## src/sv/d2q9bgk_pkg.sv

```systemverilog
`timescale 1ns / 1ps
// ----------------------------------------------------------------------------
// D2Q9 BGK collision package
// Shared field types, lattice direction tables, pipeline latencies and the
// saturation helper used by the collision core and its lanes.
// ----------------------------------------------------------------------------
package d2q9bgk_pkg;

  // Field and accumulator widths.
  localparam int unsigned FW         = 20;
  localparam int unsigned SUM_W      = 24;
  localparam int unsigned NDIR       = 9;
  localparam int unsigned OMEGA_W    = 17;
  localparam int unsigned OMEGA_FRAC = 16;
  localparam logic [OMEGA_W-1:0] OMEGA_RESET = 17'h10000;

  // Pipeline depths: quotient bits of the velocity divider, its stages,
  // the direction lane stages and the whole path from request to result.
  localparam int unsigned QBITS     = 21;
  localparam int unsigned DIV_LAT   = QBITS + 2;
  localparam int unsigned LANE_LAT  = 10;
  localparam int unsigned TOTAL_LAT = 1 + DIV_LAT + LANE_LAT + 1;

  localparam logic signed [63:0] FIX_MAX = 64'sd524287;
  localparam logic signed [63:0] FIX_MIN = -64'sd524288;

  // Lattice velocities in the order rest, E, N, W, S, NE, NW, SW, SE.
  localparam int DIR_X [NDIR] = '{0, 1, 0, -1, 0, 1, -1, -1, 1};
  localparam int DIR_Y [NDIR] = '{0, 0, 1, 0, -1, 1, 1, -1, -1};
  // Weights k/36 written as (2^shl / 9) / 2^she: 4/9, 1/9 and 1/36.
  localparam int WT_SHL [NDIR] = '{2, 0, 0, 0, 0, 0, 0, 0, 0};
  localparam int WT_SHE [NDIR] = '{0, 0, 0, 0, 0, 2, 2, 2, 2};

  typedef logic signed [FW-1:0] fix_t;

  typedef struct packed {
    fix_t dist_rest;
    fix_t dist_east;
    fix_t dist_north;
    fix_t dist_west;
    fix_t dist_south;
    fix_t dist_northeast;
    fix_t dist_northwest;
    fix_t dist_southwest;
    fix_t dist_southeast;
  } cell_in_t;

  typedef struct packed {
    fix_t post_rest;
    fix_t post_east;
    fix_t post_north;
    fix_t post_west;
    fix_t post_south;
    fix_t post_northeast;
    fix_t post_northwest;
    fix_t post_southwest;
    fix_t post_southeast;
    fix_t density;
    fix_t velocity_x;
    fix_t velocity_y;
  } cell_out_t;

  // Clamp a signed value into the 20-bit field range.
  function automatic fix_t sat_fix(input logic signed [63:0] v);
    fix_t r;
    if (v > FIX_MAX) begin
      r = fix_t'(FIX_MAX);
    end else if (v < FIX_MIN) begin
      r = fix_t'(FIX_MIN);
    end else begin
      r = fix_t'(v);
    end
    return r;
  endfunction

endpackage

```

## src/sv/d2q9bgk_div_lane.sv

```systemverilog
`timescale 1ns / 1ps
// ----------------------------------------------------------------------------
// Velocity divider lane
// Pipelined restoring divider, one quotient bit per stage, giving
// momentum * 2^FRAC_BITS / density rounded to nearest and saturated.
// ----------------------------------------------------------------------------
module d2q9bgk_div_lane #(
  parameter int unsigned FRAC_BITS = 16
) (
  input  logic                                  clk_i,
  input  logic signed [d2q9bgk_pkg::SUM_W-1:0]  mom_i,
  input  logic signed [d2q9bgk_pkg::SUM_W-1:0]  rho_i,
  output d2q9bgk_pkg::fix_t                     vel_o
);

  localparam int unsigned SW    = d2q9bgk_pkg::SUM_W;
  localparam int unsigned QB    = d2q9bgk_pkg::QBITS;
  localparam int unsigned NUM_W = FRAC_BITS + 26;
  localparam int unsigned REM_W = (NUM_W > 46) ? NUM_W : 46;

  logic [SW-1:0]    mag;
  logic [SW-2:0]    rho_pos;
  logic [SW-1:0]    den;
  logic [REM_W-1:0] num;
  logic             ovf;

  logic [REM_W-1:0] rem_q  [QB+1];
  logic [QB-1:0]    quo_q  [QB+1];
  logic [SW-1:0]    den_q  [QB+1];
  logic             neg_q  [QB+1];
  logic             zero_q [QB+1];
  logic             ovf_q  [QB+1];

  logic [QB-1:0]      qmag;
  logic signed [QB:0] qsig;
  d2q9bgk_pkg::fix_t  vel_d, vel_q;

  // Numerator 2|m|*2^F + rho and denominator 2*rho realize round half away.
  always_comb begin
    mag     = mom_i[SW-1] ? SW'(-mom_i) : SW'(mom_i);
    rho_pos = rho_i[SW-2:0];
    den     = {rho_pos, 1'b0};
    num     = (REM_W'(mag) << (FRAC_BITS + 1)) + REM_W'(rho_pos);
    ovf     = num >= (REM_W'(den) << QB);
  end

  always_ff @(posedge clk_i) begin
    rem_q[0]  <= num;
    quo_q[0]  <= '0;
    den_q[0]  <= den;
    neg_q[0]  <= mom_i[SW-1];
    zero_q[0] <= (rho_i <= 0);
    ovf_q[0]  <= ovf;
  end

  // One trial subtraction of the shifted divisor per stage, MSB first.
  for (genvar k = 0; k < QB; k++) begin : g_stage
    localparam int unsigned B = QB - 1 - k;
    logic [REM_W:0] trial;
    logic           ge;

    always_comb begin
      trial = {1'b0, rem_q[k]} - ({1'b0, REM_W'(den_q[k])} << B);
      ge    = !trial[REM_W];
    end

    always_ff @(posedge clk_i) begin
      rem_q[k+1]    <= ge ? trial[REM_W-1:0] : rem_q[k];
      quo_q[k+1]    <= quo_q[k] | (QB'(ge) << B);
      den_q[k+1]    <= den_q[k];
      neg_q[k+1]    <= neg_q[k];
      zero_q[k+1]   <= zero_q[k];
      ovf_q[k+1]    <= ovf_q[k];
    end
  end

  // Apply the sign, saturate, and force zero for a non-positive density.
  always_comb begin
    qmag  = ovf_q[QB] ? '1 : quo_q[QB];
    qsig  = neg_q[QB] ? -$signed({1'b0, qmag}) : $signed({1'b0, qmag});
    vel_d = zero_q[QB] ? '0 : d2q9bgk_pkg::sat_fix(qsig);
  end

  always_ff @(posedge clk_i) begin
    vel_q <= vel_d;
  end

  assign vel_o = vel_q;

endmodule

```

## config.mk

```make
export PLATFORM = sky130hd
export DESIGN_NAME = d2q9bgk_div_lane
export DESIGN_NICKNAME = d
export VERILOG_FILES = /design/src/sv/d2q9bgk_pkg.sv /design/src/sv/d2q9bgk_div_lane.sv
export SDC_FILE = /design/constraint.sdc
export NUM_CORES = 2
export LEC_CHECK = 0
export BUFFER_PORTS_ARGS = -buffer_cell sky130_fd_sc_hd__buf_2
export CORE_MARGIN = 2
export CORE_UTILIZATION = 55
export CTS_CLUSTER_SIZE = 10
export DETAILED_ROUTE_END_ITERATION = 8
export PLACE_DENSITY_LB_ADDON = 0.05
export SLEW_MARGIN = 20
export SYNTH_ARGS = -nofsm -noshare
export SYNTH_HDL_FRONTEND = slang
export SYNTH_SLANG_ARGS = --single-unit
```

## constraint.sdc

```tcl
create_clock -name clk_i -period 6.4 [get_ports clk_i]
set_clock_uncertainty 0.05 [all_clocks]
set_input_delay 0.32 -clock clk_i [delete_from_list [all_inputs] [get_ports clk_i]]
set_output_delay 0.32 -clock clk_i [all_outputs]
set_load 0.03 [all_outputs]
```

Word level (Yosys, flattened, before mapping)

Memories as Yosys holds them, arrays and structs flattened.
Cells that the tools add are included.
Widths: inputs -> output; s select.

Add/sub/neg operators: 24
$lt $le $gt $ge: 4
Mux-type cells: 26
Bitwise gates (word level): 21
Reductions and logical operators: 22

Operators with widths:

| cell             | count |
|---|---|
| $mux 46          | 21 |
| $sub 46x24->47   | 1 |
| $sub 46x25->47   | 1 |
| $sub 46x26->47   | 1 |
| $sub 46x27->47   | 1 |
| $sub 46x28->47   | 1 |
| $sub 46x29->47   | 1 |
| $sub 46x30->47   | 1 |
| $sub 46x31->47   | 1 |
| $sub 46x32->47   | 1 |
| $sub 46x33->47   | 1 |
| $sub 46x34->47   | 1 |
| $sub 46x35->47   | 1 |
| $sub 46x36->47   | 1 |
| $sub 46x37->47   | 1 |
| $sub 46x38->47   | 1 |
| $sub 46x39->47   | 1 |
| $sub 46x40->47   | 1 |
| $sub 46x41->47   | 1 |
| $sub 46x42->47   | 1 |
| $sub 46x43->47   | 1 |
| $sub 46x44->47   | 1 |
| $ge 42x45->1     | 1 |
| $add 41x23->42   | 1 |
| 33 further kinds | 53 |

Register bits after elaboration: 20
Bits in writable memories: 2,068
Logic and storage cells: 105
Memories kept: 6

Memory list:

| name   | words | bits a word | read ports | clocked after Yosys merged registers in | wr ports | RTL line               | source |
|---|---|---|---|---|---|---|---|
| rem_q  | 22    | 46          | 21         | 0                                       | 22       | d2q9bgk_div_lane.sv:27 | `logic [REM_W-1:0] rem_q [QB+1];` |
| den_q  | 22    | 24          | 21         | 0                                       | 22       | d2q9bgk_div_lane.sv:29 | `logic [SW-1:0] den_q [QB+1];` |
| quo_q  | 22    | 21          | 22         | 0                                       | 22       | d2q9bgk_div_lane.sv:28 | `logic [QB-1:0] quo_q [QB+1];` |
| neg_q  | 22    | 1           | 22         | 0                                       | 22       | d2q9bgk_div_lane.sv:30 | `logic neg_q [QB+1];` |
| ovf_q  | 22    | 1           | 22         | 0                                       | 22       | d2q9bgk_div_lane.sv:32 | `logic ovf_q [QB+1];` |
| zero_q | 22    | 1           | 22         | 0                                       | 22       | d2q9bgk_div_lane.sv:31 | `logic zero_q [QB+1];` |

Depth between registers and ports, before layout

An unclocked memory read counts as a cell.

Depth after elaboration: 7
Gate-level depth with buffers: 24
Mapped depth without buffers: 23

Least setup slack after synthesis

Ideal clock, no wire load.

Path kind: input port to flip-flop
From: input port mom_i[23] in the netlist's numbering
To: memory ovf_q[0][0]
Library setup time: 121 ps
Arrival: 4,343 ps
Required time: 6,229 ps
Setup slack: 1,886 ps
Cell stages on the path: 24
Cell sequence: clkbuf_1 -> clkbuf_1 -> buf_1 -> nand2_1 -> o21ai_0 -> ha_1 -> a21o_1 -> a21oi_1 -> o21bai_1 -> a31o_2 -> nand2_1 -> xor2_1 -> a21oi_1 -> a311oi_1 -> xnor2_1 -> ha_1 -> o21a_1 -> o21a_1 -> o21a_1 -> o21a_1 -> o21a_1 -> o21a_1 -> o2111ai_1 -> nand2_1

RTL lines:

| what        | RTL line               | source |
|---|---|---|
| from (decl) | d2q9bgk_div_lane.sv:11 | `input logic signed [d2q9bgk_pkg::SUM_W-1:0] mom_i,` |
| to (decl)   | d2q9bgk_div_lane.sv:32 |  |

==> summary.txt <==
Critical path
  • CP Launch Type: register
  • Peak fanout along the critical path: 42
  • Required arrival time at the worst endpoint: 7040 ps
  • Critical path arrival: roughly 5300 ps
  • Crit path capture type: register
  • Critical path type: reg2reg

Logic synthesis
  • Mean cell area of the mapped netlist: between 9 and 10 um2
  • Most instantiated flip-flop cell in the synthesis netlist: dfxtp_1
  • Proportion of register bits with asynchronous set or reset after synthesis: 0%
  • Post-synth EDFFs: 0
  • Unique cell type count in the Yosys netlist: 94
  • Flops & latches, synth: 1,525
  • Share of the yosys chip area belonging to registers: 45.88%
  • Synthesis warning total: 0
  • Cell area after technology mapping: 66,540 um2
  • Gate count after technology mapping: 7,043

Die
  • Floorplan die width: 351.8 um
  • Number of top-level pins: 69
  • FP Rows: 127
  • Initial core utilization: 55.46%
  • Core area: 120,000 um2
  • Area of the die: 123,800 um2
  • Height of the die: 351.8 um

STA
  • Sum of negative setup slack: 0 ps
  • Setup violations, final: 0
  • Transition at the pin with the smallest max-transition slack: roughly 1100 ps
  • Ratio of final minimum period to clock period: 73.00%
  • Unrepaired setup endpoints after global routing: false
  • Fmax achieved: 214.0 MHz
  • Count of final max-slew check failures: 0
  • Time the worst path needs with I/O delays and setup: 4672 ps
  • Final Hold Violating Endpoints: 0
  • Relative max-transition margin: about a quarter

Route
  • Routed vias: 48.25k
  • DRC: 0
  • Average vias per placed instance: 5.433
  • DRT antenna net count: 0
  • Routed wl met3: 5.414 mm
  • DR WL/cell: 15.83 um
  • Met2 wirelength from detailed routing: ~67 mm
  • Top layer used by detailed routing: met4
  • DRC violation total after the first TritonRoute iteration: 2,688
  • Number of detailed-routing iterations run before antenna repair: 6
  • Total Routed Length: about 140 mm
  • Met1 wire length: 65.26 mm

Status
  • Outcome: finished clean

Clock network
  • Setup Fix Bufs, Post-CTS: 0
  • Number of buffers added by the clock tree synthesis step: 173
  • Clock H-tree levels: 4
  • Clock tree from TritonCTS: built
  • Clock net sink count: 1,525
  • Maximum clock insertion buffer count: 3
  • CTS Root Cell: clkbuf_16
  • Clock latency of the later-clocked register in the worst-skew pair: 810 ps
  • Clock slew seen by the registers of the worst setup and hold paths: approximately 60 ps

Final layout
  • Number of nets in the layout: around 7.8k
  • Area growth from synthesis to final layout: 11.20%
  • Filler cell count in the final layout: 10.09k
  • Share of post-route cells with drive strength above 1: 6.813%

Pwr
  • Overall power of the completed layout: 0.03758 W
  • Int Power: 0.02404 W
  • Share of total power in sequential cells: 37.3%
  • Net Switching: about 0.014 W
  • Sw Ratio: 36.01%
  • Worst IR drop on VDD: 0.3237 mV
  • Leakage: 32.80 nW
  • Combinational share of power: around two fifths
  • Power per Cell Area: roughly 510 nW/um2
  • Clock group share of total power: 23.0%

Placed design
  • # port buffers: 68
  • RePlAce Congestion: approximately 0.87
  • Detailed placement HPWL: ~110 mm

GRT
  • Maximum number of pins on one net before global-route repair: 59
  • Number of global-route vias before repair: 47.06k
  • Gr usage total: around 23%
  • Aggregate global routing overflow: 0
  • Global-route wire length before repair: around 230 mm
  • Antenna violations before repair: 1

Worst hold path
  • Path type of the worst min-delay path: in2reg

Flow run
  • Maximum Capacitance Violations: 0
state kept, by name (all words and copies together), names as in the netlist:
register  flops
rem_q       962
den_q       246
quo_q       231
neg_q        22
ovf_q        22
zero_q       22
vel_o        20
cell type report:
cell class	instances	area [um2]	area share (%)
Sequential cell	1525	30530	41.26
Timing Repair Buffer	138	1001	1.353
Clock buffer	197	4459	6.027
Multi-Input combinational cell	4758	33170	44.83
Inverter	631	2369	3.201
Antenna cell	2	5.005	0.006764
Clock inverter	17	440.4	0.5952
Tap cell	1612	2017	2.726
critical path, stage by stage (launching register included):
cell and delay, ps:
dfxtp_1 330, inv_1 50, ha_1 330, o21ai_0 160, a21oi_1 90, o31ai_1 400
a32oi_1 280, a2111oi_1 960, o21ai_1 430, a21boi_4 880, buf_4 350, a211oi_1 60
a21o_1 160
placed cells by master (no fill, tap or decap), types with 19 or more instances in the layout:
cell type / n
or4_1: 33
ha_1: 508
o21bai_1: 48
o211ai_1: 33
nand3b_1: 19
inv_1: 624
clkbuf_1: 20
xnor2_1: 312
nor3_1: 165
a21oi_1: 460
and3_1: 31
buf_2: 68
nor2b_1: 81
or3_1: 72
nor4_1: 66
dlygate4sd3_1: 49
xor2_1: 281
dfxtp_1: 1525
nand2_1: 475
o21a_1: 108
fa_1: 21
nand4_1: 42
a211oi_1: 69
o21ai_0: 437
a21o_1: 191
buf_4: 20
nand2b_1: 111
nand3_1: 89
or2_2: 26
nor2_1: 476
clkbuf_16: 173
o31ai_1: 65
and2_1: 24
mux2_2: 104
o31a_1: 34
a31oi_1: 42
metal layers:
| metal | GRT usage, % | vias up |
|---|---|---|
| met5 | 0 | - |
| met2 | 39.44 | 834 |
| met1 | 28.98 | 22374 |
| met4 | 7.265 | 0 |
| met3 | 3.629 | 245 |
| li1 | - | 24792 |
through the flow:
| stage | instance area, um2 | instances | setup WS, ps | hold WS, ps | util, % |
|---|---|---|---|---|---|
| finish | 73990 | 8880 | 1728 | 130.8 | 61.67 |
| global placement | 68590 | 8615 | 1824 | 259.8 | 57.17 |
| CTS | 73980 | 8878 | 1736 | 68.95 | 61.66 |
| detailed placement | 68590 | 8615 | 1762 | 262.1 | 57.17 |
| global route | 73990 | 8878 | 1369 | 110.6 | 61.67 |
| floorplan | 66550 | 7046 | 1886 | 259.6 | - |
cell families (layout without fill, tap and decap cells):
logic type / Yosys count / after routing / share of synthesized area (%)
xor gates and xnor gates: 593 / 593 / 7.806
AOI/OAI and AO/OA: 1730 / 1730 / 16.66
buffers and inverters: 763 / 983 / 4.389
adders and majority gates: 529 / 529 / 10.18
and+or+nand+nor: 1778 / 1778 / 12.99
muxes: 124 / 124 / 2.082
DFF: 1525 / 1525 / 45.88
other: 1 / 6 / 0.005636
cell usage after synthesis (all sizes together), types with 19 or more instances:
library cell     n  area [um2]
o211ai          34       260.3
a21oi          464        2337
or4             36       281.5
nor2b           81       506.7
and3            31       193.9
clkbuf         105       394.1
nor2           478        1797
o31ai           65       488.0
or3             72       450.4
dfxtp         1525       30530
a21boi          19       142.6
a21o           191        1434
and2            25       156.4
nand2b         111       694.4
fa              21       420.4
nor4            69       444.2
nand2          476        1787
o21ai          459        2338
inv            630        2365
buf             27       157.6
a211oi          70       530.5
o31a            34       297.8
nor3           166       830.8
o21bai          48       360.4
xnor2          312        2733
nand4           42       262.8
nand3           89       445.4
xor2           281        2461
ha             508        6356
o21a           108       810.8
nand3b          19       142.6
or2             29       181.4
mux2           115        1295
a31oi           42       262.8
final timing paths:
kind	startpoint	to	slack, ps	cells past startpoint
setup / recovery	rem_q[1][278]$_DFF_P_	rem_q[1][333]$_DFF_P_	1730	12
hold reg to reg	rem_q[0][99]$_DFF_P_	rem_q[0][145]$_DFF_P_	250	0
hold / removal	mom_i[2]	rem_q[0][19]$_DFF_P_	130	4
setup reg to reg	rem_q[1][278]$_DFF_P_	rem_q[1][333]$_DFF_P_	1730	12
what timing repair did:
item / 4_1_cts / 5_1_grt
resized for setup: 0 / 0
hold buffers: 49 / 0
hold endpoints to repair: 46 / 0
power groups by stage:
stage	clock [W]	sequential [W]	combinational, W
global placement	0	0.0142	0.0145
detailed placement	0	0.0142	0.0147
CTS	0.00891	0.0140	0.0148
floorplan	0	0.0135	0.0120
finish	0.00866	0.0140	0.0149
global route	0.00931	0.0143	0.0168
No activity file was read; power rests on OpenSTA's default activity.
