===== config.mk =====
export PLATFORM = sky130hd
export DESIGN_NAME = d2q9bgk_dir_lane
export DESIGN_NICKNAME = d
export VERILOG_FILES = /design/src/sv/d2q9bgk_pkg.sv /design/src/sv/d2q9bgk_dir_lane.sv
export SDC_FILE = /design/constraint.sdc
export NUM_CORES = 2
export LEC_CHECK = 0
export BUFFER_PORTS_ARGS = -buffer_cell sky130_fd_sc_hd__buf_2
export CAP_MARGIN = 20
export CORE_MARGIN = 2
export CORE_UTILIZATION = 25
export DETAILED_ROUTE_END_ITERATION = 7
export MAX_ROUTING_LAYER = met4
export PLACE_DENSITY = 0.51
export SETUP_SLACK_MARGIN = 0.3
export SKIP_LAST_GASP = 1
export SYNTH_ARGS = -nofsm -noshare
export SYNTH_HDL_FRONTEND = slang
export SYNTH_SLANG_ARGS = --single-unit

===== constraint.sdc =====
create_clock -name clk_i -period 11.85 [get_ports clk_i]
set_clock_uncertainty 0.15 [all_clocks]
set_input_delay 3.555 -clock clk_i [delete_from_list [all_inputs] [get_ports clk_i]]
set_output_delay 3.555 -clock clk_i [all_outputs]
set_load 0.005 [all_outputs]

===== src/sv/d2q9bgk_pkg.sv =====
`timescale 1ns / 1ps
// ----------------------------------------------------------------------------
// D2Q9 BGK collision package
// Shared field types, lattice direction tables, pipeline latencies and the
// saturation helper used by the collision core and its lanes.
// ----------------------------------------------------------------------------
package d2q9bgk_pkg;

  // Field and accumulator widths.
  localparam int unsigned FW         = 20;
  localparam int unsigned SUM_W      = 24;
  localparam int unsigned NDIR       = 9;
  localparam int unsigned OMEGA_W    = 17;
  localparam int unsigned OMEGA_FRAC = 16;
  localparam logic [OMEGA_W-1:0] OMEGA_RESET = 17'h10000;

  // Pipeline depths: quotient bits of the velocity divider, its stages,
  // the direction lane stages and the whole path from request to result.
  localparam int unsigned QBITS     = 21;
  localparam int unsigned DIV_LAT   = QBITS + 2;
  localparam int unsigned LANE_LAT  = 10;
  localparam int unsigned TOTAL_LAT = 1 + DIV_LAT + LANE_LAT + 1;

  localparam logic signed [63:0] FIX_MAX = 64'sd524287;
  localparam logic signed [63:0] FIX_MIN = -64'sd524288;

  // Lattice velocities in the order rest, E, N, W, S, NE, NW, SW, SE.
  localparam int DIR_X [NDIR] = '{0, 1, 0, -1, 0, 1, -1, -1, 1};
  localparam int DIR_Y [NDIR] = '{0, 0, 1, 0, -1, 1, 1, -1, -1};
  // Weights k/36 written as (2^shl / 9) / 2^she: 4/9, 1/9 and 1/36.
  localparam int WT_SHL [NDIR] = '{2, 0, 0, 0, 0, 0, 0, 0, 0};
  localparam int WT_SHE [NDIR] = '{0, 0, 0, 0, 0, 2, 2, 2, 2};

  typedef logic signed [FW-1:0] fix_t;

  typedef struct packed {
    fix_t dist_rest;
    fix_t dist_east;
    fix_t dist_north;
    fix_t dist_west;
    fix_t dist_south;
    fix_t dist_northeast;
    fix_t dist_northwest;
    fix_t dist_southwest;
    fix_t dist_southeast;
  } cell_in_t;

  typedef struct packed {
    fix_t post_rest;
    fix_t post_east;
    fix_t post_north;
    fix_t post_west;
    fix_t post_south;
    fix_t post_northeast;
    fix_t post_northwest;
    fix_t post_southwest;
    fix_t post_southeast;
    fix_t density;
    fix_t velocity_x;
    fix_t velocity_y;
  } cell_out_t;

  // Clamp a signed value into the 20-bit field range.
  function automatic fix_t sat_fix(input logic signed [63:0] v);
    fix_t r;
    if (v > FIX_MAX) begin
      r = fix_t'(FIX_MAX);
    end else if (v < FIX_MIN) begin
      r = fix_t'(FIX_MIN);
    end else begin
      r = fix_t'(v);
    end
    return r;
  endfunction

endpackage


===== src/sv/d2q9bgk_dir_lane.sv =====
`timescale 1ns / 1ps
// ----------------------------------------------------------------------------
// Direction lane
// Ten-stage pipeline for one lattice direction: equilibrium polynomial,
// weighted product with density, division by 9*2^(F+WT_SHE) and BGK relaxation.
// ----------------------------------------------------------------------------
module d2q9bgk_dir_lane #(
  parameter int unsigned FRAC_BITS = 16,
  parameter int unsigned DIR       = 0
) (
  input  logic                                      clk_i,
  input  d2q9bgk_pkg::fix_t                         ux_i,
  input  d2q9bgk_pkg::fix_t                         uy_i,
  input  d2q9bgk_pkg::fix_t                         rho_i,
  input  d2q9bgk_pkg::fix_t                         f_i,
  input  logic signed [2*d2q9bgk_pkg::FW-1:0]       sqx_i,
  input  logic signed [2*d2q9bgk_pkg::FW-1:0]       sqy_i,
  input  logic [d2q9bgk_pkg::OMEGA_W-1:0]           omega_i,
  output d2q9bgk_pkg::fix_t                         post_o
);

  localparam int unsigned FW   = d2q9bgk_pkg::FW;
  localparam int          CX   = d2q9bgk_pkg::DIR_X[DIR];
  localparam int          CY   = d2q9bgk_pkg::DIR_Y[DIR];
  localparam int unsigned ASH  = d2q9bgk_pkg::WT_SHL[DIR];
  localparam int unsigned EXPO = FRAC_BITS + d2q9bgk_pkg::WT_SHE[DIR];
  localparam int unsigned TA   = 2 * FRAC_BITS + 4;
  localparam int unsigned TB   = FRAC_BITS + 26;
  localparam int unsigned TAB  = (TA > TB) ? TA : TB;
  localparam int unsigned TW   = (TAB > 48) ? TAB : 48;
  localparam int unsigned PCW  = FRAC_BITS + 28;
  localparam int unsigned CW   = ((TW > PCW) ? TW : PCW) + 1;
  localparam int unsigned LO_W = PCW / 2;
  localparam int unsigned HI_W = PCW - LO_W;
  localparam int unsigned PP_W = FW + PCW + 1;
  localparam int unsigned NM_W = PP_W + 2;
  localparam int unsigned T_W  = NM_W + 1;
  localparam int unsigned TC_W = 24;
  localparam int unsigned RSH  = 28;
  localparam int unsigned QM_W = TC_W + 25;
  localparam int unsigned OM_W = FW + 1 + d2q9bgk_pkg::OMEGA_W + 1;
  localparam logic [24:0] RECIP9 = 25'd29826162;
  localparam logic [TC_W-1:0] T_MAX = 24'd9437184;
  localparam logic signed [TW-1:0] TWICE_ONE = TW'(1) << (2 * FRAC_BITS + 1);
  localparam logic signed [TW-1:0] HALF_P    = TW'(1) << FRAC_BITS;
  localparam logic signed [CW-1:0] P_LIM     = CW'(1) << (FRAC_BITS + 26);
  localparam logic signed [OM_W-1:0] OM_HALF =
    OM_W'(1) << (d2q9bgk_pkg::OMEGA_FRAC - 1);

  // Stage registers.
  d2q9bgk_pkg::fix_t f_q [1:9];
  d2q9bgk_pkg::fix_t rho_q [1:3];
  logic signed [FW:0]         cu_q;
  logic signed [2*FW+1:0]     cu2_q;
  logic signed [TW-1:0]       tw_q;
  logic signed [PCW-1:0]      poly_q;
  logic signed [FW+LO_W:0]    pplo_q;
  logic signed [FW+HI_W-1:0]  pphi_q;
  logic signed [PP_W-1:0]     prod_q;
  logic [TC_W-1:0]            tc_q;
  logic                       neg6_q, neg7_q;
  logic [QM_W-1:0]            qm_q;
  logic signed [FW:0]         diff_q;
  logic signed [OM_W-1:0]     om_q;
  d2q9bgk_pkg::fix_t          post_q;

  logic signed [FW:0]     cx_t, cy_t, cu_d;
  logic signed [TW-1:0]   t_cu, t_c2, t_sq, tw_d;
  logic signed [CW-1:0]   pf, pc;
  logic signed [NM_W-1:0] num;
  logic [NM_W-1:0]        nmag;
  logic [T_W-1:0]         biased, tq;
  logic [TC_W-1:0]        tc_d;
  logic [FW:0]            qv;
  logic signed [FW+1:0]   qs;
  d2q9bgk_pkg::fix_t      feq;
  logic signed [OM_W-1:0] adj;

  // Stage 1: projection of the velocity on this direction and its square.
  always_comb begin
    cx_t = (CX == 1) ? (FW+1)'(ux_i) : (CX == -1) ? -(FW+1)'(ux_i) : '0;
    cy_t = (CY == 1) ? (FW+1)'(uy_i) : (CY == -1) ? -(FW+1)'(uy_i) : '0;
    cu_d = cx_t + cy_t;
  end

  // Stage 2: twice the polynomial scaled by 2^(2F).
  always_comb begin
    t_cu = TW'(cu_q) <<< FRAC_BITS;
    t_c2 = TW'(cu2_q);
    t_sq = TW'(sqx_i) + TW'(sqy_i);
    tw_d = TWICE_ONE + (t_cu <<< 2) + (t_cu <<< 1) + (t_c2 <<< 3) + t_c2
           - (t_sq <<< 1) - t_sq;
  end

  // Stage 3: round to F fraction bits and clamp far beyond saturation.
  always_comb begin
    pf = CW'((tw_q + HALF_P) >>> (FRAC_BITS + 1));
    if (pf > P_LIM) begin
      pc = P_LIM;
    end else if (pf < -P_LIM) begin
      pc = -P_LIM;
    end else begin
      pc = pf;
    end
  end

  // Stage 6: magnitude, rounding bias and shift ahead of the divide by 9.
  always_comb begin
    num    = NM_W'(prod_q) <<< ASH;
    nmag   = num[NM_W-1] ? NM_W'(-num) : NM_W'(num);
    biased = T_W'(nmag) + (T_W'(9) << (EXPO - 1));
    tq     = biased >> EXPO;
    tc_d   = (tq >= T_W'(T_MAX)) ? T_MAX : tq[TC_W-1:0];
  end

  // Stage 8: quotient by 9, sign and saturation of the equilibrium.
  always_comb begin
    qv  = qm_q[RSH +: FW+1];
    qs  = neg7_q ? -$signed({1'b0, qv}) : $signed({1'b0, qv});
    feq = d2q9bgk_pkg::sat_fix(qs);
  end

  // Stage 10: relaxation step rounded half up.
  always_comb begin
    adj = (om_q + OM_HALF) >>> d2q9bgk_pkg::OMEGA_FRAC;
  end

  always_ff @(posedge clk_i) begin
    f_q[1]   <= f_i;
    rho_q[1] <= rho_i;
    for (int k = 2; k <= 9; k++) begin
      f_q[k] <= f_q[k-1];
    end
    for (int k = 2; k <= 3; k++) begin
      rho_q[k] <= rho_q[k-1];
    end
    cu_q   <= cu_d;
    cu2_q  <= cu_d * cu_d;
    tw_q   <= tw_d;
    poly_q <= PCW'(pc);
    pplo_q <= rho_q[3] * $signed({1'b0, poly_q[LO_W-1:0]});
    pphi_q <= rho_q[3] * $signed(poly_q[PCW-1:LO_W]);
    prod_q <= (PP_W'(pphi_q) <<< LO_W) + PP_W'(pplo_q);
    tc_q   <= tc_d;
    neg6_q <= prod_q[PP_W-1];
    qm_q   <= QM_W'(tc_q) * QM_W'(RECIP9);
    neg7_q <= neg6_q;
    diff_q <= (FW+1)'(feq) - (FW+1)'(f_q[7]);
    om_q   <= OM_W'(diff_q) * $signed({1'b0, omega_i});
    post_q <= d2q9bgk_pkg::sat_fix(adj + OM_W'(f_q[9]));
  end

  assign post_o = post_q;

endmodule


After elaboration in Yosys (flattened, before gate mapping)
Memories as Yosys holds them, arrays and structs flattened. Cells that the tools add are included.

Add/sub/neg operators: 11. Muxes and demuxes: 6. Multiply operators: 4. Reduce and logical (&&, ||, !) cells: 1. Order comparisons: 7.

Operators with widths (number): $add 67x19->68 const B (1); $mux 67 (1); $neg 67->67 (1); $add 64x43->65 (1); $mux 20 (3); $ge 52x24->1 const B (1); $mul 24x24->48 const B (1); $add 44x18->45 const B (1); $gt 28x44->1 const B (1); $mux 44 (1); $sub 43x41->44 (1); $lt 28x43->1 const B (1); $mul 20x23->43 (1); $sub 35x42->43 const A (1); $mul 20x22->42 (1); $add 40x40->41 (1); $add 39x17->39 const B (1); $mul 21x18->39 (1); $add 23x20->24 (1); $gt 24x20->1 const B (1); $lt 24x20->1 const B (1); $gt 22x20->1 const B (1); $lt 22x20->1 const B (1); $mux 22 (1); other kinds (3) (3).

Register bits: 392. Bits of input ports: 178. Output and inout port bits: 20. Memories: 2. Logic and storage cells: 44. Bits in writable memories: 240.

Memory list: f_q (words 9, bits a word 20, rd ports 9, clocked after Yosys merged registers in 0, wr ports 9, line d2q9bgk_dir_lane.sv:51) `d2q9bgk_pkg::fix_t f_q [1:9];`; rho_q (words 3, bits a word 20, rd ports 3, clocked after Yosys merged registers in 0, wr ports 3, line d2q9bgk_dir_lane.sv:52) `d2q9bgk_pkg::fix_t rho_q [1:3];`.

Logic depth before layout (Yosys ltp)
Depth after elaboration: 6. Gate-level depth with buffers: 30. Mapped depth without buffers: 28.

Least setup slack after synthesis
Ideal clock, no wire load.

Path type: input to register. From: input port omega_i[3] (netlist name). To: register om_q[38]. Arrival: 9833 ps. Path buffers: 1. Cell stages on the path: 24. Slack: 1795 ps. Cell sequence: clkbuf_1 > nand2_1 > fa_1 > inv_1 > fa_1 > fa_1 > fa_1 > inv_1 > fa_1 > inv_1 > fa_1 > ha_1 > a211o_1 > or2_2 > o21ai_0 > nor2_1 > o211ai_1 > o211ai_1 > a221oi_1 > a21oi_1 > a41o_1 > or4_1 > a31oi_1 > xnor2_1.

Word-level cells in the longest chain between the ends: 1.

RTL lines: from (decl) (line d2q9bgk_dir_lane.sv:18) `input logic [d2q9bgk_pkg::OMEGA_W-1:0] omega_i,`; $mul 21x18->39 (line d2q9bgk_dir_lane.sv:149) `om_q <= OM_W'(diff_q) * $signed({1'b0, omega_i});`; to (signal assigned) (line d2q9bgk_dir_lane.sv:149); to (decl) (line d2q9bgk_dir_lane.sv:64) `logic signed [OM_W-1:0] om_q;`.

Every way passes these cells. A chain may end at the register's enable or synchronous reset.

Worst setup path after layout
From: input port omega_i[7] (netlist name). To: register om_q[38].

Same word-level chain as after synthesis.

==> flow_summary.json <==
{
  "tritoncts": "done",
  "drc_errors": 0,
  "mostFrequentLayoutCell": "inv_1",
  "hold_buffers": 0,
  "initial_core_util": 0.252,
  "cp_slowest_cell": "fa_1",
  "synth_adder_area_share": 0.481,
  "hold_viol": 0,
  "dpl.hpwl_um": 136000,
  "rsz0062_at_grt": "no",
  "synth_simple_gate_area_frac": 0.131,
  "fin_ws_ns": 1.55,
  "async_reset_ff_frac": 0,
  "drt_iter0_drc": 2006,
  "clk_pin_slew_worst_paths_ns": 0.06,
  "die_x_um": 532,
  "hp-start": "f_q[0][25]",
  "period_needed_ns": 10.30,
  "arrival_ns": 10.79,
  "max_stage_delay_ns": 0.54,
  "startpoint": "omega_i[7]",
  "io_pins": 198,
  "status": "finished clean",
  "ant_nets": 0,
  "io_buffer_count": 157,
  "synth_nets": 9531,
  "worst_path_most_repeated_cell": "fa_1",
  "r2r_start": "rho_q[0][64]",
  "final_cell_mix": "inv_1 (1522), fa_1 (1185), ha_1 (785)",
  "startpoint_type": "input pin",
  "fin_util": 0.279,
  "cts_made_buffers": 67,
  "routed_wl_um": 167000,
  "gp_congestion": 0.860,
  "worst_pin_slew_ns": 1.12,
  "ys.flop_type": "dfxtp_1",
  "rows": 193,
  "num_vias": 48600,
  "crit_required_ns": 12.34,
  "clock_sinks": 558,
  "dr.pass1.iters": 5,
  "min_period_over_period": 0.869,
  "wire_per_inst_um": 14.9,
  "clock-root-buffer": "clkbuf_16",
  "syn_to_final_growth_pct": 10.6,
  "cts_setup_buffers": 0,
  "regArea_sq_mm": 0.0112,
  "synth_top_family_by_area": "adder cells",
  "via_per_inst": 4.34,
  "synth_cell_types": 94,
  "cp_max_fo": 21,
  "setup_tns_ns": 0,
  "end_kind": "flip-flop",
  "cts_resized": 0,
  "syn_inst": 7383,
  "grt_max_degree": 94,
  "synth.avg_cell_area_sq_um": 9.45,
  "ys_seq_elements": 558,
  "antenna_found_initial": 11,
  "clkLatencyLatePin_ns": 0.70,
  "fmax_mhz": 97.1,
  "final_max_slew_viol_count": 0,
  "cts_buffer_depth": 3,
  "ys_seq_area_frac": 0.160,
  "multi_input_area_sq_mm": 0.0520,
  "core_sq_mm": 0.277,
  "overflow": 0,
  "h-tree-depth": 3,
  "grtUsageTotal": 0.123,
  "grt_pass1_wl_um": 276000,
  "die-height_um": 532,
  "die_area_sq_mm": 0.283,
  "nets": 9591,
  "synth_edf_count": 0,
  "maxCapViolCount": 0,
  "yosysWarnings": 0,
  "critPathKind": "input pin to flip-flop",
  "fillers": 29200,
  "preCtsSetupSlack_ns": 0.838,
  "netlist_area_sq_mm": 0.0698,
  "synthMuxAreaShare": 0.00237,
  "relSlewSlack": 0.253,
  "yosys.area_share.xor_xnor": 0.0496,
  "setup_violations": 0,
  "drive_gt1_frac": 0.0525,
  "synth_compound_area_frac": 0.0815,
  "hold_path.class": "flip-flop to flip-flop",
  "grt_pass1_vias": 52700
}
per-layer routing:
metal | vias up | part of all wire | GRT usage
met5 | - | 0 | -
met4 | 0 | 0.026 | 0.0361
met3 | 229 | 0.039 | 0.0135
met2 | 951 | 0.50 | 0.215
met1 | 24200 | 0.43 | 0.149
li1 | 23200 | - | -
kinds of logic (layout without fill, tap and decap cells):
group,count (synthesis),after routing
AO/OA/AOI/OAI,869,869
XOR/XNOR,395,395
adder cells (fa/ha/maj),1971,1971
buffers and inverters,1758,1867
flip-flops,558,558
multiplexers,15,15
other,0,6
AND/OR/NAND/NOR,1817,1817
worst paths after layout:
path         cells after the start    endpoint  slack [ns]
max                             26    om_q[38]        1.55
min                              0  f_q[0][45]        0.14
max reg2reg                     24  pphi_q[41]        2.62
min reg2reg                      0  f_q[0][45]        0.14
stage by stage:
step	cells	hold WS, ns	instance area, sq um
after detailed placement	11100	0.162	74800
after global routing	11200	0.158	77200
final	11200	0.141	77200
after CTS	11200	0.138	77200
after global placement	11100	0.160	74800
after floorplan	7383	0.160	69800
flip-flops by register name, indices dropped and copies added, names as in the netlist, 21 cells and up:
register / cells
pplo_q: 43
tc_q: 24
tw_q: 28
poly_q: 28
f_q: 180
rho_q: 60
pphi_q: 42
prod_q: 65
qm_q: 21
diff_q: 21
om_q: 24
layout make-up:
class	instances	area share
multi-input combinational	5067	0.673
sequential	558	0.145
inverter	1522	0.0740
tap	3705	0.0600
clock buffer	84	0.0241
timing repair buffer	227	0.0170
clock inverter	34	0.00663
antenna	6	0.000194
worst max-delay path: cells and delay by family:
family	cells	cell delay, ns
AO/OA/AOI/OAI	9	2.42
XOR/XNOR	1	0.13
buffers and inverters	6	0.75
AND/OR/NAND/NOR	3	0.65
adder cells (fa/ha/maj)	7	3.27
synth_stat cells, types with 11 or more instances:
master | number | share of area
o31ai_1 | 30 | 0.0032
and3_1 | 43 | 0.0039
nand2b_1 | 59 | 0.0053
nand3_1 | 96 | 0.0069
and4_1 | 11 | 0.0014
clkbuf_1 | 215 | 0.012
o211ai_1 | 18 | 0.0019
and2_1 | 417 | 0.037
nor2_1 | 224 | 0.012
or3_1 | 28 | 0.0025
a211oi_1 | 32 | 0.0034
o21ai_0 | 176 | 0.013
nor4_1 | 31 | 0.0028
a21oi_1 | 235 | 0.017
fa_1 | 1185 | 0.34
mux2i_1 | 12 | 0.0017
xor2_1 | 134 | 0.017
or2_2 | 18 | 0.0016
or4_1 | 14 | 0.0015
o21bai_1 | 28 | 0.0030
a21o_1 | 115 | 0.012
o41ai_1 | 15 | 0.0019
ha_1 | 785 | 0.14
o31a_1 | 11 | 0.0014
nand4_1 | 51 | 0.0046
a31oi_1 | 32 | 0.0029
nor3_1 | 55 | 0.0039
nor2b_1 | 40 | 0.0036
buf_2 | 11 | 0.00079
dfxtp_1 | 558 | 0.16
inv_1 | 1522 | 0.082
nand2_1 | 686 | 0.037
xnor2_1 | 261 | 0.033
o21a_1 | 53 | 0.0057
Power is not shown: default switching activity piles up to over one toggle a cycle in this logic, so the estimate is an artifact.
